File: config.mk
export PLATFORM = sky130hd
export DESIGN_NAME = tlik_sqrt
export DESIGN_NICKNAME = d
export VERILOG_FILES = /design/src/rtl/tlik_sqrt_cell.sv /design/src/rtl/tlik_sqrt.sv
export SDC_FILE = /design/constraint.sdc
export NUM_CORES = 1
export LEC_CHECK = 0
export BUFFER_PORTS_ARGS = -buffer_cell sky130_fd_sc_hd__buf_2
export CAP_MARGIN = 20
export CELL_PAD_IN_SITES_DETAIL_PLACEMENT = 0
export CELL_PAD_IN_SITES_GLOBAL_PLACEMENT = 1
export CORE_MARGIN = 2
export CORE_UTILIZATION = 57
export CTS_CLUSTER_DIAMETER = 80
export CTS_CLUSTER_SIZE = 16
export DETAILED_ROUTE_END_ITERATION = 8
export PLACE_DENSITY_LB_ADDON = 0.05
export RECOVER_POWER = 50
export SETUP_SLACK_MARGIN = 0.5
export SLEW_MARGIN = 20
export SYNTH_ARGS = -nofsm -noshare
export SYNTH_HDL_FRONTEND = slang
export SYNTH_SLANG_ARGS = --single-unit
File: constraint.sdc
create_clock -name i_clk -period 4.4 [get_ports i_clk]
set_input_delay 1.32 -clock i_clk [delete_from_list [all_inputs] [get_ports i_clk]]
set_output_delay 1.32 -clock i_clk [all_outputs]
set_load 0.03 [all_outputs]
File: src/rtl/tlik_sqrt_cell.sv
`timescale 1ns / 1ps
module tlik_sqrt_cell #(
    parameter int W  = 32,
    parameter int SW = 1
) (
    input  logic            i_clk,
    input  logic            i_rst_n,
    input  logic            i_en,
    input  logic            i_valid,
    input  logic [W-1:0]    i_rad,
    input  logic [W/2:0]    i_rem,
    input  logic [W/2-1:0]  i_root,
    input  logic [SW-1:0]   i_side,
    output logic            o_valid,
    output logic [W-1:0]    o_rad,
    output logic [W/2:0]    o_rem,
    output logic [W/2-1:0]  o_root,
    output logic [SW-1:0]   o_side
);
    localparam int H = W / 2;

    logic [H+2:0]   cur;
    logic [H+2:0]   trial;
    logic [H+2:0]   diff;
    logic           take;
    logic           r_valid;
    logic [W-1:0]   r_rad;
    logic [H:0]     r_rem;
    logic [H-1:0]   r_root;
    logic [SW-1:0]  r_side;

    always_comb begin
        cur   = {i_rem, i_rad[W-1 -: 2]};
        trial = {1'b0, i_root, 2'b01};
        diff  = cur - trial;
        take  = (cur >= trial);
    end

    always_ff @(posedge i_clk) begin
        if (!i_rst_n) begin
            r_valid <= 1'b0;
        end else if (i_en) begin
            r_valid <= i_valid;
        end
    end

    always_ff @(posedge i_clk) begin
        if (i_en) begin
            r_rad  <= {i_rad[W-3:0], 2'b00};
            r_rem  <= take ? diff[H:0] : cur[H:0];
            r_root <= {i_root[H-2:0], take};
            r_side <= i_side;
        end
    end

    assign o_valid = r_valid;
    assign o_rad   = r_rad;
    assign o_rem   = r_rem;
    assign o_root  = r_root;
    assign o_side  = r_side;
endmodule

File: src/rtl/tlik_sqrt.sv
`timescale 1ns / 1ps
module tlik_sqrt #(
    parameter int W  = 32,
    parameter int SW = 1
) (
    input  logic            i_clk,
    input  logic            i_rst_n,
    input  logic            i_en,
    input  logic            i_valid,
    input  logic [W-1:0]    i_rad,
    input  logic [SW-1:0]   i_side,
    output logic            o_valid,
    output logic [W/2-1:0]  o_root,
    output logic [SW-1:0]   o_side
);
    localparam int H = W / 2;

    logic           c_valid [H+1];
    logic [W-1:0]   c_rad   [H+1];
    logic [H:0]     c_rem   [H+1];
    logic [H-1:0]   c_root  [H+1];
    logic [SW-1:0]  c_side  [H+1];

    assign c_valid[0] = i_valid;
    assign c_rad[0]   = i_rad;
    assign c_rem[0]   = '0;
    assign c_root[0]  = '0;
    assign c_side[0]  = i_side;

    for (genvar k = 0; k < H; k++) begin : g_cell
        tlik_sqrt_cell #(.W(W), .SW(SW)) u_cell (
            .i_clk   (i_clk),
            .i_rst_n (i_rst_n),
            .i_en    (i_en),
            .i_valid (c_valid[k]),
            .i_rad   (c_rad[k]),
            .i_rem   (c_rem[k]),
            .i_root  (c_root[k]),
            .i_side  (c_side[k]),
            .o_valid (c_valid[k+1]),
            .o_rad   (c_rad[k+1]),
            .o_rem   (c_rem[k+1]),
            .o_root  (c_root[k+1]),
            .o_side  (c_side[k+1])
        );
    end

    assign o_valid = c_valid[H];
    assign o_root  = c_root[H];
    assign o_side  = c_side[H];
endmodule

==> impl_metrics.csv, run 1 <==
group,metric,value,unit
floorplanning,die_y,234,um
yosys,synthAdderAreaFrac,6.33,%
status,status,"finished, violations left",
worst_setup_path,worstPathCellList,"clkbuf_2 -> clkbuf_1",
finish,fin_util,61.9,%
yosys,synth_compound_area_share,9.82,%
clock_network,ctsHoldBuffers,0,
worst_setup_path,crit_fanout,84,
timing,finalCriticalPeriod,3.66,ns
clock_network,numCtsBuffers,47,
power,power,0.0143,W
drt,vias,17200,
worst_setup_path,reg2reg_depth,7,
grt,grt_pass1_wl,85500,um
place,io_buffers,54,
timing,clock.fmax,0.273,GHz
finish,design_area,32400,um2
floorplanning,dieWidth,234,um
worst_setup_path,r2r_start,"g_cell[12].u_cell.o_rem[2]",
grt,grt-ovfl-total,0,
drt,drc,0,
finish,drive_gt1_share,8.42,%
place,gp_congestion,0.856,
clock_network,cts_resized,0,
worst_setup_path,path_buf_inv,2,
timing,hold_violations,0,
yosys,yosysWarnings,0,
worst_setup_path,r2r_slack,1.15,ns
clock_network,cts_max_path_buffers,3,
yosys,synth_ff_type,"edfxtp_1",
grt,track_usage,19.8,%
floorplanning,start_util,57.4,%
worst_setup_path,critPathKind,"in2reg",
clock_network,cts_sinks,645,
worst_setup_path,critPathCaptureType,"flop",
worst_setup_path,critPathTopFamily,"buffers and inverters",
yosys,synthMuxAreaShare,2.54,%
timing,timing.final.max_slew_violations,79,
clock_network,cts_tree,"yes",
drt,routed_wl,53400,um
yosys,synth_xor_area_share,4.49,%
floorplanning,die-area,54600,um2
worst_setup_path,critPathLaunchType,"input pin",
clock_network,post_cts_buffers,0,
grt,antenna_found_initial,0,
power,ir_drop,0.349,mV
yosys,synth_edf_count,629,
yosys,ys_seq_area_share,63.9,%
drt,routedWlPerCell,17.7,um
timing,max-slew-margin-rel,-56.3,%
floorplanning,row_count,84,
timing,rsz0062_at_grt,"false",
worst_setup_path,cpPeakStageDelay,1.61,ns
min_path,hp-class,"reg2reg",
yosys,ys_async_sr_fraction,0,%
timing,setup_viol_count_final,0,
place,place_area,31100,um2
drt,ant_nets,0,
yosys,syn_area,30000,um2
yosys,synth_nets,2442,
yosys,yosysUniqueCellTypes,89,
grt,grt_max_degree,89,
place,hpwl,38400,um
status,violations,"max-capacitance violations, max-slew violations",
drt,drt_iter0_drc,1228,
floorplanning,design.core.area,52300,um2
grt,grt_pass1_vias,16500,
min_path,hold_end,"g_cell[3].u_cell.o_rad[18]",
finish,antenna_cells,0,
clock_network,cts-root-buf,"clkbuf_16",
yosys,syn_area_per_cell,13.3,um2
worst_setup_path,cp.required,4.62,ns
finish,area_growth,7.87,%
worst_setup_path,timing.rr.end,"g_cell[13].u_cell.o_rem[14]",
timing,fin_crit_sh,83.1,%
flow_run,cap_violations,1,
min_path,hold_start,"g_cell[2].u_cell.o_rad[16]",
power,power.density,442,nW/um2
drt,firstDrtPassIters,7,
worst_setup_path,critPathSlowestCell,"clkbuf_2",
timing,setup_tns,0,ns
clock_network,htreeDepth,2,
clock_network,insertion_delay,0.61,ns
timing,fin_skew,0.0163,ns
min_path,holdPathStages,0,
power,p_leak,12.4,nW
worst_setup_path,cp.arrival,3.87,ns
yosys,synth_top_family_by_area,"compound AO/OA/AOI/OAI gates",
finish,final_nets,2511,
timing,hold-worst-slack,0.412,ns
clock_network,clkSlewWorstSetupHoldPaths,0.07,ns
yosys,synth_seq_cells,645,
yosys,synth_simple_gate_area_share,9.51,%
worst_setup_path,worstSetupStartpoint,"i_en",
floorplanning,ioPinCount,55,
yosys,syn-instance-count,2253,
timing,worst_pin_slew,2.35,ns
drt,post_drt_via_cell_ratio,5.69,
-- kinds of logic (layout without fill, tap and decap cells) --
logic type	count (synthesis)	in the layout
DFF	645	645
and+or+nand+nor	550	550
AOI/OAI and AO/OA	439	439
buffers and inverters	244	330
xor gates and xnor gates	154	154
adders and majority gates	152	152
muxes	68	68
other	1	1
-- sequential cells by signal, summed over array words and instances, names as in the netlist --
signal,cells
g_cell.u_cell.o_valid,16
g_cell.u_cell.o_rem,237
g_cell.u_cell.o_root,136
g_cell.u_cell.o_side,16
g_cell.u_cell.o_rad,240
-- report_power, final --
part	switching (W)	internal [W]	total (W)	leakage, nW
Combinational	0.00138	0.00107	0.00245	5.63
Sequential	0.000360	0.00752	0.00788	6.16
Clock	0.00203	0.00197	0.00400	0.632
-- through the flow --
stage / setup WS [ns] / cells
final: 0.744 / 3027
after global routing: 0.524 / 3027
after CTS: 1.18 / 3027
after detailed placement: 1.20 / 2961
after global placement: 1.26 / 2961
after floorplan: 1.64 / 2253
-- per-layer routing --
| layer | track usage, % | routed length [um] | up-vias |
|---|---|---|---|
| met2 | 31.9 | 24900 | 366 |
| met5 | 0 | 0 | - |
| met4 | 5.26 | 1200 | 0 |
| met3 | 3.16 | 2300 | 85 |
| li1 | - | - | 8504 |
| met1 | 28.0 | 25000 | 8272 |
-- worst max path at each step --
stage          depth (start not counted)                     endpoint
6_report                               2   g_cell[3].u_cell.o_rad[14]
5_1_grt                                2   g_cell[2].u_cell.o_rad[13]
4_1_cts                                7  g_cell[13].u_cell.o_rem[14]
3_5_place_dp                           7  g_cell[13].u_cell.o_rem[14]
3_3_place_gp                           7   g_cell[13].u_cell.o_rem[9]
2_1_floorplan                          7  g_cell[12].u_cell.o_rem[15]
-- final cells by class --
cell class,count,area (um2)
Clock buffer,59,1220
Clock inverter,7,85.1
Fill cell,4019,19900
Inverter,186,698
Multi-Input combinational cell,1364,9850
Sequential cell,645,19200
Tap cell,688,861
Timing Repair Buffer,78,488
-- synthesized netlist by cell type (all sizes together) (37+ instances only) --
cell | count | area, um2
a21o | 42 | 315
a21oi | 105 | 526
edfxtp | 629 | 18900
ha | 152 | 1900
inv | 184 | 691
mux2 | 42 | 503
nand2 | 99 | 372
nor2 | 154 | 578
nor2b | 37 | 231
nor3 | 53 | 275
o21a | 48 | 360
o21ai | 86 | 430
xnor2 | 85 | 744
xor2 | 69 | 604
-- cell usage in the layout (no fill, tap or decap), drive strengths merged, types with 42 or more instances in the layout --
| cell type | instances |
|---|---|
| a21o | 42 |
| xnor2 | 85 |
| a21oi | 105 |
| nor2 | 154 |
| clkbuf | 74 |
| o21ai | 86 |
| ha | 152 |
| o21a | 48 |
| mux2 | 42 |
| xor2 | 69 |
| edfxtp | 629 |
| nand2 | 99 |
| inv | 189 |
| buf | 63 |
| nor3 | 53 |
Note: power is estimated with default switching activity, not from simulation.
==> inputs of run 2 (changes only) <==
Settings changed: CORE_UTILIZATION 57 to 48.
Clock period 4.4 ns to 3 ns, I/O delays scaled along.
==> run 2 against run 1 <==
- flip-flop and latch count did not move
- wire length up 10%
- power grew 58%
- the flow still finishes with violations (max-capacitance violations, max-slew violations)
- via count up 3.1%
- register-to-register slack worse by 0.94 ns
- clock power up 61%
- critical endpoint is now g_cell[13].u_cell.o_rem[13]
- sequential power is 47% higher
- combinational power rose by 85%
- final area increased by 11%
- first-iteration DRC count fell by 18%
- final cell count up 11%
- clock skew rose by 0.024 ns
==> impl_metrics.csv, run 2 (synthesis gave the netlist of run 1 again) <==
group,metric,value,unit
finish,mostFrequentLayoutCells,"edfxtp_1 (629), inv_1 (175), nor2_1 (127), buf_4 (105), ha_1 (103)",
grt,track_usage,18.0,%
clock_network,numCtsBuffers,49,
power,ir_drop,0.546,mV
grt,grt_pass1_wl,92700,um
timing,fin_crit_sh,93.1,%
drt,vias,17800,
drt,ant_nets,0,
power,power.density,630,nW/um2
timing,clock.fmax,0.358,GHz
place,hpwl,40800,um
finish,drive_gt1_share,22.5,%
place,gp_congestion,0.885,
finish,antenna_cells,0,
finish,final_nets,2673,
place,place_area,31900,um2
finish,area_growth,19.3,%
drt,routedWlPerCell,17.6,um
floorplanning,design.core.area,61800,um2
floorplanning,ioPinCount,55,
drt,drt_iter0_drc,1002,
worst_setup_path,critPathKind,"reg2reg",
worst_setup_path,reg2reg_depth,9,
clock_network,cts-root-buf,"clkbuf_16",
grt,grt_max_degree,74,
finish,fill_cells,5004,
timing,fin_skew,0.0405,ns
clock_network,htreeDepth,2,
grt,antenna_found_initial,0,
timing,rsz0062_at_grt,"true",
clock_network,clkSlewWorstSetupHoldPaths,0.07,ns
grt,grt-ovfl-total,0,
timing,timing.final.max_slew_violations,51,
clock_network,cts_sinks,645,
worst_setup_path,cp.required,3.36,ns
floorplanning,die-area,64600,um2
worst_setup_path,critPathLaunchType,"flop",
worst_setup_path,cp-endpoint,"g_cell[13].u_cell.o_rem[13]",
clock_network,insertion_delay,0.63,ns
status,status,"finished, violations left",
timing,max-slew-margin-rel,-12.6,%
clock_network,cts_max_path_buffers,3,
drt,routed_wl,58900,um
worst_setup_path,critPathCaptureType,"flop",
grt,grt_pass1_vias,17400,
min_path,hp-class,"reg2reg",
flow_run,cap_violations,1,
timing,hold_violations,0,
finish,fin_util,58.0,%
finish,layout_commonest_cell,"edfxtp_1",
drt,drc,0,
floorplanning,die_y,254,um
drt,post_drt_via_cell_ratio,5.31,
worst_setup_path,cpPeakStageDelay,0.44,ns
finish,largest_register_ffs,240,
worst_setup_path,r2r_slack,0.21,ns
status,violations,"max-capacitance violations, max-slew violations",
worst_setup_path,worstPathCellList,"ha_4 -> or3_4 -> o22ai_4 -> a2111oi_4 -> o41ai_2 -> buf_4 -> nand4_4 -> buf_12 -> mux2_4",
power,p_leak,13.5,nW
floorplanning,dieWidth,254,um
worst_setup_path,crit_fanout,8,
floorplanning,start_util,48.6,%
floorplanning,row_count,91,
min_path,hold_start,"g_cell[2].u_cell.o_rad[29]",
worst_setup_path,worstSetupStartpoint,"g_cell[12].u_cell.o_rem[2]",
worst_setup_path,r2r_start,"g_cell[12].u_cell.o_rem[2]",
timing,setup_viol_count_final,0,
clock_network,cts_tree,"yes",
place,io_buffers,54,
worst_setup_path,cp.arrival,3.16,ns
timing,worst_pin_slew,1.69,ns
finish,design_area,35800,um2
worst_setup_path,timing.rr.end,"g_cell[13].u_cell.o_rem[13]",
worst_setup_path,critPathSlowestCell,"edfxtp_1",
timing,finalCriticalPeriod,2.79,ns
timing,setup_tns,0,ns
drt,firstDrtPassIters,5,
## run 2: where the power goes
part / internal, W / switching [W] / leakage [nW]
registers: 0.0110 / 0.000593 / 6.16
logic: 0.00216 / 0.00237 / 6.65
clock network: 0.00331 / 0.00312 / 0.720
total: 0.0165 / 0.00608 / 13.5
## run 2: timing repair
item | 4_1_cts | 5_1_grt
setup buffers | 48 | 58
cloned | 3 | 3
hold buffers | 0 | 0
setup endpoints to repair | 157 | 161
pin swaps | 39 | 50
gates resized for setup | 125 | 218
## run 2: critical path: cells and delay by family (launching register included)
kind | cells | cell delay [ns]
AO/OA/AOI/OAI | 3 | 0.66
AND/OR/NAND/NOR | 2 | 0.56
flip-flops | 1 | 0.44
buffers and inverters | 2 | 0.39
multiplexers | 1 | 0.29
adder cells (fa/ha/maj) | 1 | 0.19
## run 2: per-stage QoR
stage               hold WS [ns]  setup slack [ns]  total power (W)  instances
floorplan                  0.400             0.310           0.0142       2253
global placement           0.401             0.115           0.0155       3158
detailed placement         0.405            0.0422           0.0155       3158
CTS                        0.389             0.278           0.0224       3288
global route               0.398            0.0980           0.0237       3349
finish                     0.409             0.206           0.0226       3349
## run 2: worst min-delay path by stage
stage	to	slack, ns	cells after the start
global placement	g_cell[1].u_cell.o_rad[23]	0.40	0
finish	g_cell[3].u_cell.o_rad[31]	0.41	0
floorplan	g_cell[10].u_cell.o_rad[22]	0.40	0
detailed placement	g_cell[13].u_cell.o_rad[28]	0.40	0
CTS	g_cell[0].u_cell.o_rad[12]	0.39	1
global route	g_cell[0].u_cell.o_rad[30]	0.40	1
## run 2: cell type report
cell class              instances  area, um2  area share, %
multi-input cells            1365      11500           32.1
well taps                     837       1050           2.92
clock inverters                16        235          0.656
flip-flops and latches        645      19200           53.6
inverters                     186        699           1.95
repair buffers                237       1880           5.24
clock buffers                  63       1280           3.57
## run 2: metal layers
| metal | wire [um] | track usage [%] |
|---|---|---|
| met2 | 27300 | 28.5 |
| met1 | 28500 | 26.1 |
| met4 | 1050 | 4.99 |
| met3 | 1960 | 2.61 |
| met5 | 0 | 0 |
